===== src/hdl/bba_pkg.sv =====
package bba_pkg;

  localparam int TREE_LEVELS = 10;
  localparam int POOL_UNITS = 1 << TREE_LEVELS;
  localparam int NODE_COUNT = (1 << (TREE_LEVELS + 1)) - 1;
  localparam int NODE_W = $clog2(NODE_COUNT);
  localparam int LVL_W = $clog2(TREE_LEVELS + 1);
  localparam int LEFT_W = TREE_LEVELS;

  localparam logic [1:0] OP_ALLOC = 2'd0;
  localparam logic [1:0] OP_FREE = 2'd1;
  localparam logic [1:0] OP_QUERY = 2'd2;

  localparam logic [1:0] ST_OK = 2'd0;
  localparam logic [1:0] ST_NOSPACE = 2'd1;
  localparam logic [1:0] ST_BADBLOCK = 2'd2;

  localparam logic [1:0] MARK_FREE = 2'd0;
  localparam logic [1:0] MARK_TAKEN = 2'd1;
  localparam logic [1:0] MARK_SPLIT = 2'd2;
  localparam logic [1:0] MARK_FULL = 2'd3;

  typedef struct packed {
    logic [1:0] opcode;
    logic [10:0] request_units;
    logic [9:0] block_offset;
  } req_t;

  typedef struct packed {
    logic [1:0] status;
    logic [9:0] granted_offset;
    logic [10:0] block_units;
  } rsp_t;

  typedef enum logic [4:0] {
    S_CLR, S_IDLE, S_START,
    S_A_RD, S_A_CHK, S_A_C1, S_A_C2, S_A_ADV,
    S_F_RD, S_F_CHK,
    S_Q_RD, S_Q_CHK,
    S_R_RD, S_R_CHK, S_U_RD, S_U_CHK,
    S_DONE
  } state_t;

  typedef enum logic {RD_NODE, RD_SIB} rsel_t;
  typedef enum logic [2:0] {WS_NODE, WS_CHILD_L, WS_CHILD_R, WS_PARENT, WS_CLEAR} wsel_t;
  typedef enum logic [2:0] {MV_HOLD, MV_LEFT, MV_RIGHT, MV_NEXT, MV_UP} move_t;
  typedef enum logic [2:0] {RS_NONE, RS_GRANT, RS_FOUND, RS_FAIL_NS, RS_FAIL_BAD} res_t;

  typedef struct packed {
    logic clr;
    logic load;
    rsel_t rsel;
    logic we;
    wsel_t wsel;
    logic [1:0] wmark;
    move_t move;
    res_t res;
    logic publish;
  } cmd_t;

  typedef struct packed {
    logic [1:0] op;
    logic too_large;
    logic off_bad;
    logic [1:0] mark;
    logic at_target;
    logic leaf;
    logic n_root;
    logic n_odd;
    logic go_left;
    logic off_eq_left;
    logic clr_last;
  } sts_t;

endpackage


===== src/hdl/bba_ctrl.sv =====
module bba_ctrl (
  input  logic          clk,
  input  logic          rst,
  input  logic          req_valid,
  output logic          req_ready,
  output logic          rsp_valid,
  input  logic          rsp_ready,
  input  bba_pkg::sts_t sts,
  output bba_pkg::cmd_t cmd
);

  bba_pkg::state_t state, state_next;

  always_ff @(posedge clk) begin
    if (rst) begin
      state <= bba_pkg::S_CLR;
      rsp_valid <= 1'b0;
    end else begin
      state <= state_next;
      if (cmd.publish) begin
        rsp_valid <= 1'b1;
      end else if (rsp_ready) begin
        rsp_valid <= 1'b0;
      end
    end
  end

  always_comb begin
    cmd = '0;
    cmd.rsel = bba_pkg::RD_NODE;
    cmd.wsel = bba_pkg::WS_NODE;
    cmd.move = bba_pkg::MV_HOLD;
    cmd.res = bba_pkg::RS_NONE;
    req_ready = 1'b0;
    state_next = state;
    unique case (state)
      bba_pkg::S_CLR: begin
        cmd.clr = 1'b1;
        cmd.we = 1'b1;
        cmd.wsel = bba_pkg::WS_CLEAR;
        cmd.wmark = bba_pkg::MARK_FREE;
        if (sts.clr_last) begin
          state_next = bba_pkg::S_IDLE;
        end
      end
      bba_pkg::S_IDLE: begin
        req_ready = 1'b1;
        if (req_valid) begin
          cmd.load = 1'b1;
          state_next = bba_pkg::S_START;
        end
      end
      bba_pkg::S_START: begin
        if (sts.op == bba_pkg::OP_ALLOC) begin
          if (sts.too_large) begin
            cmd.res = bba_pkg::RS_FAIL_NS;
            state_next = bba_pkg::S_DONE;
          end else begin
            state_next = bba_pkg::S_A_CHK;
          end
        end else if (sts.op == bba_pkg::OP_FREE || sts.op == bba_pkg::OP_QUERY) begin
          if (sts.off_bad) begin
            cmd.res = bba_pkg::RS_FAIL_BAD;
            state_next = bba_pkg::S_DONE;
          end else begin
            state_next = bba_pkg::S_Q_CHK;
          end
        end else begin
          cmd.res = bba_pkg::RS_FAIL_NS;
          state_next = bba_pkg::S_DONE;
        end
      end
      bba_pkg::S_A_RD: state_next = bba_pkg::S_A_CHK;
      bba_pkg::S_A_CHK: begin
        if (sts.at_target) begin
          if (sts.mark == bba_pkg::MARK_FREE) begin
            cmd.we = 1'b1;
            cmd.wmark = bba_pkg::MARK_TAKEN;
            cmd.res = bba_pkg::RS_GRANT;
            state_next = bba_pkg::S_F_RD;
          end else begin
            state_next = bba_pkg::S_A_ADV;
          end
        end else if (sts.mark == bba_pkg::MARK_FREE) begin
          cmd.we = 1'b1;
          cmd.wmark = bba_pkg::MARK_SPLIT;
          state_next = bba_pkg::S_A_C1;
        end else if (sts.mark == bba_pkg::MARK_SPLIT) begin
          cmd.move = bba_pkg::MV_LEFT;
          state_next = bba_pkg::S_A_RD;
        end else begin
          state_next = bba_pkg::S_A_ADV;
        end
      end
      bba_pkg::S_A_C1: begin
        cmd.we = 1'b1;
        cmd.wsel = bba_pkg::WS_CHILD_L;
        cmd.wmark = bba_pkg::MARK_FREE;
        state_next = bba_pkg::S_A_C2;
      end
      bba_pkg::S_A_C2: begin
        cmd.we = 1'b1;
        cmd.wsel = bba_pkg::WS_CHILD_R;
        cmd.wmark = bba_pkg::MARK_FREE;
        cmd.move = bba_pkg::MV_LEFT;
        state_next = bba_pkg::S_A_RD;
      end
      bba_pkg::S_A_ADV: begin
        if (sts.n_odd) begin
          cmd.move = bba_pkg::MV_NEXT;
          state_next = bba_pkg::S_A_RD;
        end else if (sts.n_root) begin
          cmd.res = bba_pkg::RS_FAIL_NS;
          state_next = bba_pkg::S_DONE;
        end else begin
          cmd.move = bba_pkg::MV_UP;
        end
      end
      bba_pkg::S_F_RD: begin
        cmd.rsel = bba_pkg::RD_SIB;
        state_next = sts.n_root ? bba_pkg::S_DONE : bba_pkg::S_F_CHK;
      end
      bba_pkg::S_F_CHK: begin
        if (sts.mark == bba_pkg::MARK_TAKEN || sts.mark == bba_pkg::MARK_FULL) begin
          cmd.we = 1'b1;
          cmd.wsel = bba_pkg::WS_PARENT;
          cmd.wmark = bba_pkg::MARK_FULL;
          cmd.move = bba_pkg::MV_UP;
          state_next = bba_pkg::S_F_RD;
        end else begin
          state_next = bba_pkg::S_DONE;
        end
      end
      bba_pkg::S_Q_RD: state_next = bba_pkg::S_Q_CHK;
      bba_pkg::S_Q_CHK: begin
        if (sts.mark == bba_pkg::MARK_TAKEN) begin
          if (sts.off_eq_left) begin
            cmd.res = bba_pkg::RS_FOUND;
            state_next = (sts.op == bba_pkg::OP_FREE) ? bba_pkg::S_R_RD : bba_pkg::S_DONE;
          end else begin
            cmd.res = bba_pkg::RS_FAIL_BAD;
            state_next = bba_pkg::S_DONE;
          end
        end else if (sts.mark == bba_pkg::MARK_FREE || sts.leaf) begin
          cmd.res = bba_pkg::RS_FAIL_BAD;
          state_next = bba_pkg::S_DONE;
        end else begin
          cmd.move = sts.go_left ? bba_pkg::MV_LEFT : bba_pkg::MV_RIGHT;
          state_next = bba_pkg::S_Q_RD;
        end
      end
      bba_pkg::S_R_RD: begin
        cmd.rsel = bba_pkg::RD_SIB;
        if (sts.n_root) begin
          cmd.we = 1'b1;
          cmd.wmark = bba_pkg::MARK_FREE;
          state_next = bba_pkg::S_DONE;
        end else begin
          state_next = bba_pkg::S_R_CHK;
        end
      end
      bba_pkg::S_R_CHK: begin
        cmd.move = bba_pkg::MV_UP;
        if (sts.mark != bba_pkg::MARK_FREE) begin
          cmd.we = 1'b1;
          cmd.wmark = bba_pkg::MARK_FREE;
          state_next = bba_pkg::S_U_RD;
        end else begin
          state_next = bba_pkg::S_R_RD;
        end
      end
      bba_pkg::S_U_RD: state_next = bba_pkg::S_U_CHK;
      bba_pkg::S_U_CHK: begin
        if (sts.mark == bba_pkg::MARK_FULL) begin
          cmd.we = 1'b1;
          cmd.wmark = bba_pkg::MARK_SPLIT;
          if (sts.n_root) begin
            state_next = bba_pkg::S_DONE;
          end else begin
            cmd.move = bba_pkg::MV_UP;
            state_next = bba_pkg::S_U_RD;
          end
        end else begin
          state_next = bba_pkg::S_DONE;
        end
      end
      bba_pkg::S_DONE: begin
        if (!rsp_valid || rsp_ready) begin
          cmd.publish = 1'b1;
          state_next = bba_pkg::S_IDLE;
        end
      end
      default: state_next = bba_pkg::S_IDLE;
    endcase
  end

endmodule


===== config.mk =====
export PLATFORM = sky130hd
export DESIGN_NAME = bba_ctrl
export DESIGN_NICKNAME = d
export VERILOG_FILES = /design/src/hdl/bba_pkg.sv /design/src/hdl/bba_ctrl.sv
export SDC_FILE = /design/constraint.sdc
export NUM_CORES = 1
export LEC_CHECK = 0
export BUFFER_PORTS_ARGS = -buffer_cell sky130_fd_sc_hd__buf_2
export CAP_MARGIN = 40
export CORE_MARGIN = 2
export CORE_UTILIZATION = 49
export CTS_BUF_LIST = sky130_fd_sc_hd__clkbuf_4 sky130_fd_sc_hd__clkbuf_8 sky130_fd_sc_hd__clkbuf_16
export DETAILED_ROUTE_END_ITERATION = 16
export GPL_ROUTABILITY_DRIVEN = 0
export GPL_TIMING_DRIVEN = 0
export MAX_ROUTING_LAYER = met4
export PLACE_DENSITY_LB_ADDON = 0.12
export SYNTH_ARGS = -nofsm -noshare
export SYNTH_HDL_FRONTEND = slang
export SYNTH_SLANG_ARGS = --single-unit

===== constraint.sdc =====
create_clock -name clk -period 1.6 [get_ports clk]
set_input_delay 0 -clock clk [delete_from_list [all_inputs] [get_ports clk]]
set_output_delay 0 -clock clk [all_outputs]
set_load 0.02 [all_outputs]

==> flow_summary.json <==
{
  "htree_levels": 1,
  "ys.flop_type": "dfxtp_1",
  "ant_nets": 0,
  "grt_antenna_before_repair": 0,
  "hold_viol": 0,
  "tns_ps": -364,
  "core-area_um2": 1780,
  "fp.dieH_um": 48.1,
  "cts_buffer_depth": 2,
  "synth_edf_count": 0,
  "ir_worst_vdd_mv": 0.244,
  "cts.sinks": 6,
  "synthCells": 145,
  "max_stage_delay_ps": 480,
  "synthTopCellsByArea": "dfxtp_1 (13%), nand2_1 (7.5%), o21ai_0 (5.8%)",
  "holdWs_ps": 53.9,
  "worst_path_max_delay_cell": "or3b_4",
  "wl_mm": 3.09,
  "worstSetupPathType": "reg -> out",
  "critPathArrivalTime_ps": 1710,
  "port_buffers": 34,
  "final_common_cell": "buf_2",
  "use_met3_pct": 4.44,
  "rsz0062_at_grt": "yes",
  "path_clk_slew_ps": 50,
  "hold_depth": 3,
  "rr_worst_depth": 5,
  "first_iter_violations": 42,
  "finalSetupViolCount": 7,
  "num_vias": 1283,
  "fmax_ghz": 0.585,
  "rows": 15,
  "ctsRootBufferMaster": "clkbuf_4",
  "wl_per_cell_um": 14.7,
  "path_max_fanout": 5,
  "final_util_pct": 73.2,
  "maxCapViolations": 0,
  "grt_max_degree": 11,
  "ys_types": 49,
  "synth.largest_area_cell": "dfxtp_1",
  "maxSlewHeadroom_pct": 64.6,
  "grt_pass1_wl_mm": 4.55,
  "synth.avg_cell_area_um2": 6.58,
  "cts-buffers-inserted": 3,
  "top_usage_layer": "met2",
  "yosysWarnings": 0,
  "cp-end-kind": "output port",
  "drc_errors": 0,
  "syn_nets": 164,
  "final.setup.worst_slack_ps": -110,
  "cp-start-kind": "flop",
  "syn_area_um2": 953,
  "grt_overflow": 0,
  "ys_seq_area_share_pct": 12.6,
  "hp-class": "in -> reg",
  "drive_above_1_share_pct": 36.2,
  "use_met1_pct": 37.6,
  "clock_latency_ps": 250,
  "grt_pass1_vias": 1029,
  "use_met2_pct": 44.5,
  "worst_clock_skew_ps": 7.28,
  "die_w_um": 48.1,
  "worstPathCellList": "or3b_4 -> nor3_4 -> nand3_2 -> o31ai_1 -> buf_2",
  "most-common-layout-cells": "buf_2 (32), nand2_1 (18), nor2_1 (11), o21ai_0 (11), nor3_1 (8)",
  "period_minus_slack_ps": 1710,
  "p_leak_nw": 0.540,
  "cts_tree": "built",
  "nFillCells": 161,
  "design.die.area_um2": 2310,
  "p_per_area_nw_per_um2": 402,
  "via_per_inst": 6.11,
  "syn_to_final_growth_pct": 36.9,
  "status": "finished with violations",
  "start_util_pct": 53.5,
  "grt_usage_pct": 28.0,
  "synth_top_area_share_pct": 12.6,
  "finalMaxSlewViolations": 0,
  "worst_ep_required_time_ps": 1600,
  "ioPinCount": 35,
  "first_pass_iters": 5,
  "n_antenna_cell": 0,
  "worst_slew_pin_slew_ps": 518,
  "failed_checks": "setup timing",
  "finalCritPeriodShare_pct": 107,
  "final_nets": 206,
  "synthArstFlopShare_pct": 0,
  "ys_seq_elements": 6,
  "dp_hpwl_mm": 2.21
}
power breakdown:
group | switching (mW) | internal, mW
Sequential | 0.00709 | 0.154
Clock | 0.0537 | 0.0848
Combinational | 0.132 | 0.0932
Total | 0.192 | 0.332
flip-flops by register name (all words and copies together), names as in the netlist:
register / flops
state: 5
rsp_valid: 1
critical path, delay by kind of cell, from the launching register on:
family	cells	cell delay, ps
simple gates	3	840
flops	1	350
buf+inv	1	190
compound gates	1	90
logic make-up after synthesis:
group           share of synthesized area, %
compound gates                          30.1
xor+xnor                                1.84
fa+ha+maj                               2.62
buf+inv                                 7.35
flops                                   12.6
mux                                     1.05
simple gates                            44.5
through the flow:
step | std cells | cell area, um^2 | setup slack (ps) | total power [mW]
4_1_cts | 208 | 1220 | -36.0 | 0.512
3_3_place_gp | 204 | 1150 | -23.8 | 0.359
2_1_floorplan | 145 | 953 | 88.4 | 0.296
5_1_grt | 210 | 1310 | -160 | 0.560
6_report | 210 | 1310 | -110 | 0.524
3_5_place_dp | 204 | 1150 | -1.36 | 0.364
metal layers:
layer	routed length, um	vias to the layer above
li1	-	621
met1	1270	565
met2	1440	83
met3	250	14
met4	124	0
met5	0	-
final timing paths:
| check | slack [ps] | endpoint | startpoint |
|---|---|---|---|
| worst max register to register | 0 | state[2] | state[3] |
| worst max-delay path | -110 | cmd[7] | state[3] |
| worst min-delay path | 50 | rsp_valid | rsp_ready |
| worst min register to register | 500 | rsp_valid | rsp_valid |
area by class of cell:
| cell class | instances | area, um^2 | area share [%] |
|---|---|---|---|
| plain buffers | 11 | 83.8 | 6.42 |
| clock buffers | 3 | 22.5 | 1.73 |
| inverters | 5 | 18.8 | 1.44 |
| multi-input cells | 123 | 820 | 62.8 |
| flip-flops and latches | 6 | 126 | 9.68 |
| well taps | 25 | 31.3 | 2.40 |
| repair buffers | 37 | 203 | 15.5 |
Yosys cell counts (all sizes together) (3+ instances only):
cell type  number
a21oi           4
a31oi           4
buf             7
clkbuf          4
dfxtp           6
inv             5
nand2          19
nand2b          7
nand3           4
nor2           12
nor2b           6
nor3           12
o21ai          13
o31ai           3
or3             5
timing repair:
action,CTS,global route
hold endpoints to repair,3,0
pin swaps,2,2
endpoints found under the setup margin,13,13
hold buffers,1,0
setup buffers,0,2
gates resized for setup,13,22
cloned,0,0
Power figures use the tool's default switching activity.
